$ cat config.mk
export PLATFORM = sky130hd
export DESIGN_NAME = rational_arithmetic_reduce_flat
export DESIGN_NICKNAME = d
export VERILOG_FILES = /design/src/rtl/rar_pkg.sv /design/src/rtl/rar_if.sv /design/src/rtl/rar_front.sv /design/src/rtl/rar_back.sv /design/src/rtl/rational_arithmetic_reduce.sv /design/src/flat_wrapper.sv
export SDC_FILE = /design/constraint.sdc
export NUM_CORES = 2
export LEC_CHECK = 0
export BUFFER_PORTS_ARGS = -buffer_cell sky130_fd_sc_hd__buf_2
export CAP_MARGIN = 20
export CORE_AREA = 4 4 337 339
export DETAILED_ROUTE_END_ITERATION = 10
export DIE_AREA = 0 0 341 343
export GPL_TIMING_DRIVEN = 0
export RECOVER_POWER = 25
export SYNTH_ARGS = -nofsm -noshare
export SYNTH_HDL_FRONTEND = slang
export SYNTH_SLANG_ARGS = --single-unit
export TNS_END_PERCENT = 20
$ cat constraint.sdc
create_clock -name clk -period 6.7 [get_ports clk]
set_input_delay 1.005 -clock clk [delete_from_list [all_inputs] [get_ports clk]]
set_output_delay 1.005 -clock clk [all_outputs]
set_load 0.02 [all_outputs]
$ cat src/rtl/rar_pkg.sv
// ============================================================================
// rar_pkg
// Shared operation codes, result width and control struct for the rational
// arithmetic block.
// ============================================================================
`default_nettype none

package rar_pkg;

    localparam int RESULT_WIDTH = 33;

    localparam logic [1:0] OP_ADD = 2'd0;
    localparam logic [1:0] OP_SUB = 2'd1;
    localparam logic [1:0] OP_MUL = 2'd2;
    localparam logic [1:0] OP_DIV = 2'd3;

    // Decoded operation, carried from the front end to the back end.
    typedef struct packed {
        logic p0_rn;   // first numerator product uses rhs_num instead of rhs_den
        logic p1_en;   // second numerator product is used
        logic p1_sub;  // second numerator product is subtracted
        logic den_rn;  // denominator product uses rhs_num instead of rhs_den
    } rar_ctrl_t;

endpackage

`default_nettype wire

$ cat src/rtl/rar_if.sv
// ============================================================================
// rar_if
// Valid/ready channels for operand beats and result beats.
// ============================================================================
`default_nettype none

interface rar_in_if #(parameter int OPERAND_WIDTH = 16);
    logic                            valid;
    logic                            ready;
    logic [1:0]                      action;
    logic signed [OPERAND_WIDTH-1:0] lhs_num;
    logic signed [OPERAND_WIDTH-1:0] lhs_den;
    logic signed [OPERAND_WIDTH-1:0] rhs_num;
    logic signed [OPERAND_WIDTH-1:0] rhs_den;

    modport source (output valid, action, lhs_num, lhs_den, rhs_num, rhs_den,
                    input ready);
    modport sink   (input valid, action, lhs_num, lhs_den, rhs_num, rhs_den,
                    output ready);
endinterface

interface rar_out_if;
    logic               valid;
    logic               ready;
    logic signed [32:0] result_num;
    logic signed [32:0] result_den;
    logic               zero_denominator;

    modport source (output valid, result_num, result_den, zero_denominator,
                    input ready);
    modport sink   (input valid, result_num, result_den, zero_denominator,
                    output ready);
endinterface

`default_nettype wire

$ cat src/rtl/rar_front.sv
// ============================================================================
// rar_front
// Accepts operand beats, decodes the operation and holds them in a two-entry
// queue for the back end.
// ============================================================================
`default_nettype none

module rar_front
    import rar_pkg::*;
#(
    parameter int OPERAND_WIDTH = 16
) (
    input  wire logic                            clk,
    input  wire logic                            rst_n,
    rar_in_if.sink                               in_ch,
    output logic                                 q_valid,
    input  wire logic                            q_ready,
    output rar_ctrl_t                            q_ctrl,
    output logic signed [OPERAND_WIDTH-1:0]      q_ln,
    output logic signed [OPERAND_WIDTH-1:0]      q_ld,
    output logic signed [OPERAND_WIDTH-1:0]      q_rn,
    output logic signed [OPERAND_WIDTH-1:0]      q_rd
);

    localparam int QD = 2;
    localparam int PW = $clog2(QD);
    localparam int CW = $clog2(QD + 1);

    rar_ctrl_t                       ctrl_q [QD];
    logic signed [OPERAND_WIDTH-1:0] ln_q [QD];
    logic signed [OPERAND_WIDTH-1:0] ld_q [QD];
    logic signed [OPERAND_WIDTH-1:0] rn_q [QD];
    logic signed [OPERAND_WIDTH-1:0] rd_q [QD];

    logic [PW-1:0] wr_ptr_reg, wr_ptr_next;
    logic [PW-1:0] rd_ptr_reg, rd_ptr_next;
    logic [CW-1:0] cnt_reg, cnt_next;
    logic          push, pop;
    rar_ctrl_t     dec;

    assign in_ch.ready = (cnt_reg != CW'(QD));
    assign push        = in_ch.valid && in_ch.ready;
    assign q_valid     = (cnt_reg != '0);
    assign pop         = q_valid && q_ready;

    always_comb
    begin
        dec.p0_rn  = (in_ch.action == OP_MUL);
        dec.p1_en  = (in_ch.action == OP_ADD) || (in_ch.action == OP_SUB);
        dec.p1_sub = (in_ch.action == OP_SUB);
        dec.den_rn = (in_ch.action == OP_DIV);
    end

    always_comb
    begin
        wr_ptr_next = wr_ptr_reg;
        rd_ptr_next = rd_ptr_reg;
        cnt_next    = cnt_reg;
        if (push)
        begin
            wr_ptr_next = (wr_ptr_reg == PW'(QD - 1)) ? '0 : wr_ptr_reg + 1'b1;
        end
        if (pop)
        begin
            rd_ptr_next = (rd_ptr_reg == PW'(QD - 1)) ? '0 : rd_ptr_reg + 1'b1;
        end
        if (push && !pop)
        begin
            cnt_next = cnt_reg + 1'b1;
        end
        else if (pop && !push)
        begin
            cnt_next = cnt_reg - 1'b1;
        end
    end

    always_ff @(posedge clk or negedge rst_n)
    begin
        if (!rst_n)
        begin
            wr_ptr_reg <= '0;
            rd_ptr_reg <= '0;
            cnt_reg    <= '0;
        end
        else
        begin
            wr_ptr_reg <= wr_ptr_next;
            rd_ptr_reg <= rd_ptr_next;
            cnt_reg    <= cnt_next;
        end
    end

    always_ff @(posedge clk)
    begin
        if (push)
        begin
            ctrl_q[wr_ptr_reg] <= dec;
            ln_q[wr_ptr_reg]   <= in_ch.lhs_num;
            ld_q[wr_ptr_reg]   <= in_ch.lhs_den;
            rn_q[wr_ptr_reg]   <= in_ch.rhs_num;
            rd_q[wr_ptr_reg]   <= in_ch.rhs_den;
        end
    end

    assign q_ctrl = ctrl_q[rd_ptr_reg];
    assign q_ln   = ln_q[rd_ptr_reg];
    assign q_ld   = ld_q[rd_ptr_reg];
    assign q_rn   = rn_q[rd_ptr_reg];
    assign q_rd   = rd_q[rd_ptr_reg];

endmodule

`default_nettype wire

$ cat src/rtl/rar_back.sv
// ============================================================================
// rar_back
// Forms the raw fraction with one shared multiplier, reduces it by a binary
// gcd and two restoring dividers, and holds the result beat.
// ============================================================================
`default_nettype none

module rar_back
    import rar_pkg::*;
#(
    parameter int OPERAND_WIDTH = 16
) (
    input  wire logic                            clk,
    input  wire logic                            rst_n,
    input  wire logic                            q_valid,
    output logic                                 q_ready,
    input  wire rar_ctrl_t                       q_ctrl,
    input  wire logic signed [OPERAND_WIDTH-1:0] q_ln,
    input  wire logic signed [OPERAND_WIDTH-1:0] q_ld,
    input  wire logic signed [OPERAND_WIDTH-1:0] q_rn,
    input  wire logic signed [OPERAND_WIDTH-1:0] q_rd,
    rar_out_if.source                            out_ch
);

    localparam int PW = 2 * OPERAND_WIDTH;
    localparam int RW = (2 * OPERAND_WIDTH + 1 > 64) ? 64 : 2 * OPERAND_WIDTH + 1;
    localparam int KW = $clog2(RW);
    localparam int DW = $clog2(RW + 1);
    localparam int OW = RESULT_WIDTH;

    localparam logic [2:0] S_IDLE = 3'd0;
    localparam logic [2:0] S_MUL  = 3'd1;
    localparam logic [2:0] S_CHK  = 3'd2;
    localparam logic [2:0] S_GCD  = 3'd3;
    localparam logic [2:0] S_DIV  = 3'd4;
    localparam logic [2:0] S_FIN  = 3'd5;
    localparam logic [2:0] S_OUT  = 3'd6;

    logic [2:0]                      state_reg, state_next;
    rar_ctrl_t                       ctrl_reg, ctrl_next;
    logic signed [OPERAND_WIDTH-1:0] ln_reg, ld_reg, rn_reg, rd_reg;
    logic signed [OPERAND_WIDTH-1:0] ln_next, ld_next, rn_next, rd_next;
    logic [1:0]                      mcnt_reg, mcnt_next;
    logic signed [PW-1:0]            prod_reg, prod_next;
    logic [RW-1:0]                   num_reg, num_next, den_reg, den_next;
    logic [RW-1:0]                   nm_reg, nm_next, dm_reg, dm_next;
    logic                            nneg_reg, nneg_next, dneg_reg, dneg_next;
    logic [RW-1:0]                   a_reg, a_next, b_reg, b_next;
    logic [KW-1:0]                   k_reg, k_next;
    logic [RW-1:0]                   g_reg, g_next;
    logic [RW-1:0]                   nq_reg, nq_next, dq_reg, dq_next;
    logic [RW:0]                     nr_reg, nr_next, dr_reg, dr_next;
    logic [DW-1:0]                   dcnt_reg, dcnt_next;
    logic                            ov_reg, ov_next;
    logic signed [OW-1:0]            rnum_reg, rnum_next, rden_reg, rden_next;
    logic                            rerr_reg, rerr_next;

    logic signed [OPERAND_WIDTH-1:0] ma, mb;
    logic [RW-1:0]                   prod_ext;
    logic [RW:0]                     nr_sh, dr_sh;
    logic [RW+OW-1:0]                nq_wide, dq_wide;
    logic [OW-1:0]                   nq_low, dq_low;
    logic                            out_free;

    assign q_ready  = (state_reg == S_IDLE);
    assign out_free = !ov_reg || out_ch.ready;
    assign prod_ext = RW'(prod_reg);

    // Operand pairs for the three products: numerator term, second
    // numerator term, denominator.
    always_comb
    begin
        unique case (mcnt_reg)
            2'd0:
            begin
                ma = ln_reg;
                mb = ctrl_reg.p0_rn ? rn_reg : rd_reg;
            end
            2'd1:
            begin
                ma = rn_reg;
                mb = ld_reg;
            end
            default:
            begin
                ma = ld_reg;
                mb = ctrl_reg.den_rn ? rn_reg : rd_reg;
            end
        endcase
    end

    assign nr_sh   = {nr_reg[RW-1:0], nq_reg[RW-1]};
    assign dr_sh   = {dr_reg[RW-1:0], dq_reg[RW-1]};
    assign nq_wide = {{OW{1'b0}}, nq_reg};
    assign dq_wide = {{OW{1'b0}}, dq_reg};
    assign nq_low  = nq_wide[OW-1:0];
    assign dq_low  = dq_wide[OW-1:0];

    always_comb
    begin
        state_next = state_reg;
        ctrl_next  = ctrl_reg;
        ln_next    = ln_reg;
        ld_next    = ld_reg;
        rn_next    = rn_reg;
        rd_next    = rd_reg;
        mcnt_next  = mcnt_reg;
        prod_next  = prod_reg;
        num_next   = num_reg;
        den_next   = den_reg;
        nm_next    = nm_reg;
        dm_next    = dm_reg;
        nneg_next  = nneg_reg;
        dneg_next  = dneg_reg;
        a_next     = a_reg;
        b_next     = b_reg;
        k_next     = k_reg;
        g_next     = g_reg;
        nq_next    = nq_reg;
        dq_next    = dq_reg;
        nr_next    = nr_reg;
        dr_next    = dr_reg;
        dcnt_next  = dcnt_reg;
        ov_next    = ov_reg && !out_ch.ready;
        rnum_next  = rnum_reg;
        rden_next  = rden_reg;
        rerr_next  = rerr_reg;

        unique case (state_reg)
            S_IDLE:
            begin
                if (q_valid)
                begin
                    ctrl_next  = q_ctrl;
                    ln_next    = q_ln;
                    ld_next    = q_ld;
                    rn_next    = q_rn;
                    rd_next    = q_rd;
                    mcnt_next  = '0;
                    state_next = S_MUL;
                end
            end
            S_MUL:
            begin
                prod_next = PW'(ma) * PW'(mb);
                mcnt_next = mcnt_reg + 1'b1;
                unique case (mcnt_reg)
                    2'd0:
                    begin
                    end
                    2'd1:
                    begin
                        num_next = prod_ext;
                    end
                    2'd2:
                    begin
                        if (ctrl_reg.p1_en)
                        begin
                            num_next = ctrl_reg.p1_sub ? num_reg - prod_ext
                                                       : num_reg + prod_ext;
                        end
                    end
                    default:
                    begin
                        den_next   = prod_ext;
                        state_next = S_CHK;
                    end
                endcase
            end
            S_CHK:
            begin
                nneg_next = num_reg[RW-1];
                dneg_next = den_reg[RW-1];
                nm_next   = num_reg[RW-1] ? ~num_reg + 1'b1 : num_reg;
                dm_next   = den_reg[RW-1] ? ~den_reg + 1'b1 : den_reg;
                a_next    = nm_next;
                b_next    = dm_next;
                k_next    = '0;
                if (den_reg == '0)
                begin
                    // Zero quotients give the zero fields of the error beat.
                    nq_next    = '0;
                    dq_next    = '0;
                    state_next = S_OUT;
                end
                else
                begin
                    state_next = S_GCD;
                end
            end
            S_GCD:
            begin
                // One binary gcd step per cycle; b stays nonzero throughout.
                priority if (a_reg == '0)
                begin
                    g_next     = b_reg << k_reg;
                    nq_next    = nm_reg;
                    dq_next    = dm_reg;
                    nr_next    = '0;
                    dr_next    = '0;
                    dcnt_next  = '0;
                    state_next = S_DIV;
                end
                else if (!a_reg[0] && !b_reg[0])
                begin
                    a_next = a_reg >> 1;
                    b_next = b_reg >> 1;
                    k_next = k_reg + 1'b1;
                end
                else if (!a_reg[0])
                begin
                    a_next = a_reg >> 1;
                end
                else if (!b_reg[0])
                begin
                    b_next = b_reg >> 1;
                end
                else if (a_reg >= b_reg)
                begin
                    a_next = a_reg - b_reg;
                end
                else
                begin
                    b_next = b_reg - a_reg;
                end
            end
            S_DIV:
            begin
                if (nr_sh >= {1'b0, g_reg})
                begin
                    nr_next = nr_sh - {1'b0, g_reg};
                    nq_next = {nq_reg[RW-2:0], 1'b1};
                end
                else
                begin
                    nr_next = nr_sh;
                    nq_next = {nq_reg[RW-2:0], 1'b0};
                end
                if (dr_sh >= {1'b0, g_reg})
                begin
                    dr_next = dr_sh - {1'b0, g_reg};
                    dq_next = {dq_reg[RW-2:0], 1'b1};
                end
                else
                begin
                    dr_next = dr_sh;
                    dq_next = {dq_reg[RW-2:0], 1'b0};
                end
                dcnt_next = dcnt_reg + 1'b1;
                if (dcnt_reg == DW'(RW - 1))
                begin
                    state_next = S_FIN;
                end
            end
            S_FIN:
            begin
                state_next = S_OUT;
            end
            S_OUT:
            begin
                if (out_free)
                begin
                    rnum_next  = nneg_reg ? -$signed(nq_low) : $signed(nq_low);
                    rden_next  = dneg_reg ? -$signed(dq_low) : $signed(dq_low);
                    rerr_next  = (den_reg == '0);
                    ov_next    = 1'b1;
                    state_next = S_IDLE;
                end
            end
            default:
            begin
                state_next = S_IDLE;
            end
        endcase
    end

    always_ff @(posedge clk or negedge rst_n)
    begin
        if (!rst_n)
        begin
            state_reg <= S_IDLE;
            ov_reg    <= 1'b0;
            mcnt_reg  <= '0;
            dcnt_reg  <= '0;
            k_reg     <= '0;
        end
        else
        begin
            state_reg <= state_next;
            ov_reg    <= ov_next;
            mcnt_reg  <= mcnt_next;
            dcnt_reg  <= dcnt_next;
            k_reg     <= k_next;
        end
    end

    // The result registers only change in states that hold no pending beat.
    always_ff @(posedge clk)
    begin
        ctrl_reg <= ctrl_next;
        ln_reg   <= ln_next;
        ld_reg   <= ld_next;
        rn_reg   <= rn_next;
        rd_reg   <= rd_next;
        prod_reg <= prod_next;
        num_reg  <= num_next;
        den_reg  <= den_next;
        nm_reg   <= nm_next;
        dm_reg   <= dm_next;
        nneg_reg <= nneg_next;
        dneg_reg <= dneg_next;
        a_reg    <= a_next;
        b_reg    <= b_next;
        g_reg    <= g_next;
        nq_reg   <= nq_next;
        dq_reg   <= dq_next;
        nr_reg   <= nr_next;
        dr_reg   <= dr_next;
        rnum_reg <= rnum_next;
        rden_reg <= rden_next;
        rerr_reg <= rerr_next;
    end

    assign out_ch.valid            = ov_reg;
    assign out_ch.result_num       = rnum_reg;
    assign out_ch.result_den       = rden_reg;
    assign out_ch.zero_denominator = rerr_reg;

endmodule

`default_nettype wire

$ cat src/rtl/rational_arithmetic_reduce.sv
// ============================================================================
// rational_arithmetic_reduce
// Adds, subtracts, multiplies or divides two fractions and reduces the
// result by its greatest common divisor.
// ============================================================================
// Usage:
// The in_ch channel takes one beat per operation: action and the two
// fractions. The out_ch channel gives one beat per operation, in order:
// reduced numerator and denominator, each keeping the sign the arithmetic
// gave it, or zeros with zero_denominator set when the raw denominator is 0.
// A two-entry queue lets up to two beats be taken while the back end works.
// The back end runs a gcd loop (one shift or subtract per cycle) and then
// two restoring dividers (one bit per cycle, run side by side) that give
// R-bit quotients, where R = min(2*OPERAND_WIDTH+1, 64). One operation is
// worked at a time. A zero raw denominator skips both.
// Reset empties the queue and drops any pending result. When the receiver
// stalls, the result beat holds in its output register, the back end waits
// with the next result, and the queue keeps taking beats until it is full.
// ============================================================================
`default_nettype none

module rational_arithmetic_reduce
    import rar_pkg::*;
#(
    parameter int OPERAND_WIDTH = 16
) (
    input  wire logic clk,
    input  wire logic rst_n,
    rar_in_if.sink    in_ch,
    rar_out_if.source out_ch
);

    logic                            q_valid;
    logic                            q_ready;
    rar_ctrl_t                       q_ctrl;
    logic signed [OPERAND_WIDTH-1:0] q_ln, q_ld, q_rn, q_rd;

    rar_front #(.OPERAND_WIDTH(OPERAND_WIDTH)) u_front (
        .clk     (clk),
        .rst_n   (rst_n),
        .in_ch   (in_ch),
        .q_valid (q_valid),
        .q_ready (q_ready),
        .q_ctrl  (q_ctrl),
        .q_ln    (q_ln),
        .q_ld    (q_ld),
        .q_rn    (q_rn),
        .q_rd    (q_rd)
    );

    rar_back #(.OPERAND_WIDTH(OPERAND_WIDTH)) u_back (
        .clk     (clk),
        .rst_n   (rst_n),
        .q_valid (q_valid),
        .q_ready (q_ready),
        .q_ctrl  (q_ctrl),
        .q_ln    (q_ln),
        .q_ld    (q_ld),
        .q_rn    (q_rn),
        .q_rd    (q_rd),
        .out_ch  (out_ch)
    );

endmodule

`default_nettype wire

$ cat src/flat_wrapper.sv
// flat-port wrapper written by rule: the top's interface ports become plain ports
module rational_arithmetic_reduce_flat import rar_pkg::*;
#(
    parameter int OPERAND_WIDTH = 16
)
  (clk, rst_n, in_ch_valid, in_ch_action, in_ch_lhs_num, in_ch_lhs_den, in_ch_rhs_num, in_ch_rhs_den, in_ch_ready, out_ch_valid, out_ch_result_num, out_ch_result_den, out_ch_zero_denominator, out_ch_ready);
  rar_in_if #(.OPERAND_WIDTH(OPERAND_WIDTH)) in_ch_i ();
  rar_out_if out_ch_i ();
  input  wire logic clk;
  input  wire logic rst_n;
  input wire logic [$bits(in_ch_i.valid)-1:0] in_ch_valid;
  input wire logic [$bits(in_ch_i.action)-1:0] in_ch_action;
  input wire logic [$bits(in_ch_i.lhs_num)-1:0] in_ch_lhs_num;
  input wire logic [$bits(in_ch_i.lhs_den)-1:0] in_ch_lhs_den;
  input wire logic [$bits(in_ch_i.rhs_num)-1:0] in_ch_rhs_num;
  input wire logic [$bits(in_ch_i.rhs_den)-1:0] in_ch_rhs_den;
  output wire logic [$bits(in_ch_i.ready)-1:0] in_ch_ready;
  output wire logic [$bits(out_ch_i.valid)-1:0] out_ch_valid;
  output wire logic [$bits(out_ch_i.result_num)-1:0] out_ch_result_num;
  output wire logic [$bits(out_ch_i.result_den)-1:0] out_ch_result_den;
  output wire logic [$bits(out_ch_i.zero_denominator)-1:0] out_ch_zero_denominator;
  input wire logic [$bits(out_ch_i.ready)-1:0] out_ch_ready;
  assign in_ch_i.valid = in_ch_valid;
  assign in_ch_i.action = in_ch_action;
  assign in_ch_i.lhs_num = in_ch_lhs_num;
  assign in_ch_i.lhs_den = in_ch_lhs_den;
  assign in_ch_i.rhs_num = in_ch_rhs_num;
  assign in_ch_i.rhs_den = in_ch_rhs_den;
  assign in_ch_ready = in_ch_i.ready;
  assign out_ch_valid = out_ch_i.valid;
  assign out_ch_result_num = out_ch_i.result_num;
  assign out_ch_result_den = out_ch_i.result_den;
  assign out_ch_zero_denominator = out_ch_i.zero_denominator;
  assign out_ch_i.ready = out_ch_ready;
  rational_arithmetic_reduce #(.OPERAND_WIDTH(OPERAND_WIDTH)) u_core (.clk(clk), .rst_n(rst_n), .in_ch(in_ch_i), .out_ch(out_ch_i));
endmodule
==> flow_summary.ini <==
[run]
maxCapViolCount = 3

[clocking]
clk_pin_slew_ns = 0.06
cts_root_buffer = clkbuf_16
cts_buffers = 80
htree_levels = 3
cts_tree = built
max-clock-path-buffers = 3
cts.sinks = 689
cts.hold.buffers_added = 0
clkLatencyLatePin_ns = 0.70

[yosys]
seq_area_frac_synth_pct = 41.7
synthFlopType = edfxtp_1
synth.distinct_cells = 85
synth-seq-cells = 689
synth_area_per_cell_um2 = 10.5
async_flop_share_pct = 3.19
ys_warn_count = 0
syn-cell-area_um2 = 49400
synthAdderAreaFrac_pct = 17.4
synth_nets = 5290
syn_inst = 4694
synth_top_family_by_area = adder cells
yosys.area_share.simple_pct = 11.0
synth_edf_count = 667
synth_xor_area_share_pct = 6.05
synth_compound_area_share_pct = 13.3
synth_mux_area_share_pct = 5.20

[placement]
dpl_cell_area_um2 = 52600
gp_congestion = 0.958
hpwlAfterDp_um = 114000
dp.cells = 6337
place_ws_ns = -1.53
io_buffer_count = 138

[timing]
hold_viol_final = 0
hold_ws_ns = 0.483
fin_crit_ns = 6.99
maxSlewViolCount = 124
fmax_ghz = 0.143
finalSetupViolCount = 10
finalCritPeriodShare_pct = 104
worstMarginPinSlew_ns = 3.28
rsz0062_at_grt = yes
slew_headroom_pct = -119
setup_ws_ns = -0.287
finClkSkew_ns = 0.0694

[die]
fp-row-count = 122
die_w_um = 341
die_h_um = 343
die_area_um2 = 117000
io_pins = 139
start_util_pct = 44.8
coreArea_um2 = 110000

[critical_path]
critPathKind = reg -> reg
cp-end-kind = flop
max_stage_delay_ns = 0.54
cp_max_fo = 7
cp_common_cell = inv_2
cp.required_ns = 7.08
worstPathArrival_ns = 7.36
start_kind = flop
crit_path_top_delay_cell = fa_1

[final_layout]
final_cells = 6581
final_common_cell = edfxtp_1
mostFrequentLayoutCells = edfxtp_1 (667), inv_1 (495), nor2_1 (453)
final_nets = 5622
area_delta_synth_final_pct = 15.6
drive_gt1_share_pct = 14.4
final_area_um2 = 57100

[grt]
grt_max_degree = 59
grt_busiest_layer = met2
antenna_found_initial = 2
overflow = 0
grt_pass1_vias = 36800
grt_pass1_wl_um = 223000
grt_util_met1_pct = 34.0
grt_use_total_pct = 24.9
grt_use_met2_pct = 39.7
grt_use_met3_pct = 4.05

[status]
outcome = complete, but fails checks
violations = capacitance limit, slew limit, setup timing

[drt]
dr_total_vias = 37200
firstDrtPassIters = 5
via_per_inst = 5.66
drtIter0Drc = 3101
wl_per_cell_um = 22.3
drc = 0
ant_nets = 0
wirelength_um = 147000

[worst_hold_path]
hold_path.class = reg -> reg
## kinds of logic (layout without fill, tap and decap cells)
| kind of cell | Yosys count | after routing |
|---|---|---|
| DFF | 689 | 689 |
| buffers and inverters | 713 | 1108 |
| adders and majority gates | 526 | 526 |
| and+or+nand+nor | 1213 | 1213 |
| xor gates and xnor gates | 341 | 341 |
| other | 1 | 5 |
| muxes | 214 | 214 |
| AOI/OAI and AO/OA | 997 | 997 |
## worst max-delay path, delay by kind of cell, from the launching register on
family / cells / cell delay [ns]
xor+xnor: 1 / 0.14
compound gates: 8 / 1.68
simple gates: 1 / 0.04
fa+ha+maj: 8 / 3.41
flops: 1 / 0.41
buf+inv: 11 / 1.01
## worst paths after layout
| kind | cells after the start | start | to | slack, ns |
|---|---|---|---|---|
| worst max register to register | 29 | u_core.u_back.mcnt_reg[0] | u_core.u_back.prod_reg[29] | -0.29 |
| min in group asynchronous | 1 | rst_n | u_core.u_back.k_reg[0] | 0.61 |
| worst min-delay path | 1 | u_core.u_back.dcnt_reg[5] | u_core.u_back.dcnt_reg[5] | 0.48 |
| worst min register to register | 1 | u_core.u_back.dcnt_reg[5] | u_core.u_back.dcnt_reg[5] | 0.48 |
| worst max-delay path | 29 | u_core.u_back.mcnt_reg[0] | u_core.u_back.prod_reg[29] | -0.29 |
| max in group asynchronous | 1 | rst_n | u_core.u_back.mcnt_reg[0] | 5.18 |
## final cells by class
type	count	area, um2
fillers	9893	53300
multi-input cells	3292	27100
flip-flops and latches	689	20600
clock buffers	95	2060
inverters	519	1950
repair buffers	257	1880
well taps	1488	1860
plain buffers	187	1080
clock inverters	50	601
diodes	4	10.0
## per-stage QoR
stage | utilization, % | TNS [ns]
CTS | 51.7 | -1.90
finish | 51.7 | -2.08
floorplan | - | -0.0316
global placement | 47.3 | -157.23
global route | 51.7 | -5.03
detailed placement | 47.6 | -21.20
## synth_stat cells, drive strengths merged (29+ instances only)
cell / count / area (um2)
edfxtp: 667 / 20000
xor2: 77 / 674
fa: 267 / 5350
nand2: 395 / 1490
a21oi: 269 / 1350
or3: 32 / 215
xnor2: 264 / 2310
nand2b: 40 / 250
mux2: 122 / 1370
mux2i: 70 / 701
clkbuf: 153 / 574
inv: 517 / 1940
ha: 259 / 3240
buf: 41 / 178
o21bai: 35 / 263
nor3: 44 / 236
o31ai: 41 / 322
a21o: 100 / 751
nor2: 470 / 1760
a31oi: 45 / 282
o21ai: 195 / 976
a22o: 78 / 683
o22ai: 37 / 231
nand3: 56 / 280
nand4: 29 / 181
o21a: 35 / 263
## timing repair
item                                    CTS  global route
cloned                                    4             0
pin swaps                                86            15
setup buffers                            89             9
resized for setup                       234            26
endpoints found under the setup margin   22            15
hold endpoints to repair                  0             0
## per-layer routing
metal	share of wire, %	vias to the layer above	wire, um
li1	-	17200	-
met1	43	18300	62400
met2	46	1427	67200
met3	7.1	301	10500
met4	4.6	0	6810
met5	0	-	0
Power is left out: the tool's default activity adds up to more than one toggle a clock period on the data nets, which glitch-free logic cannot reach.
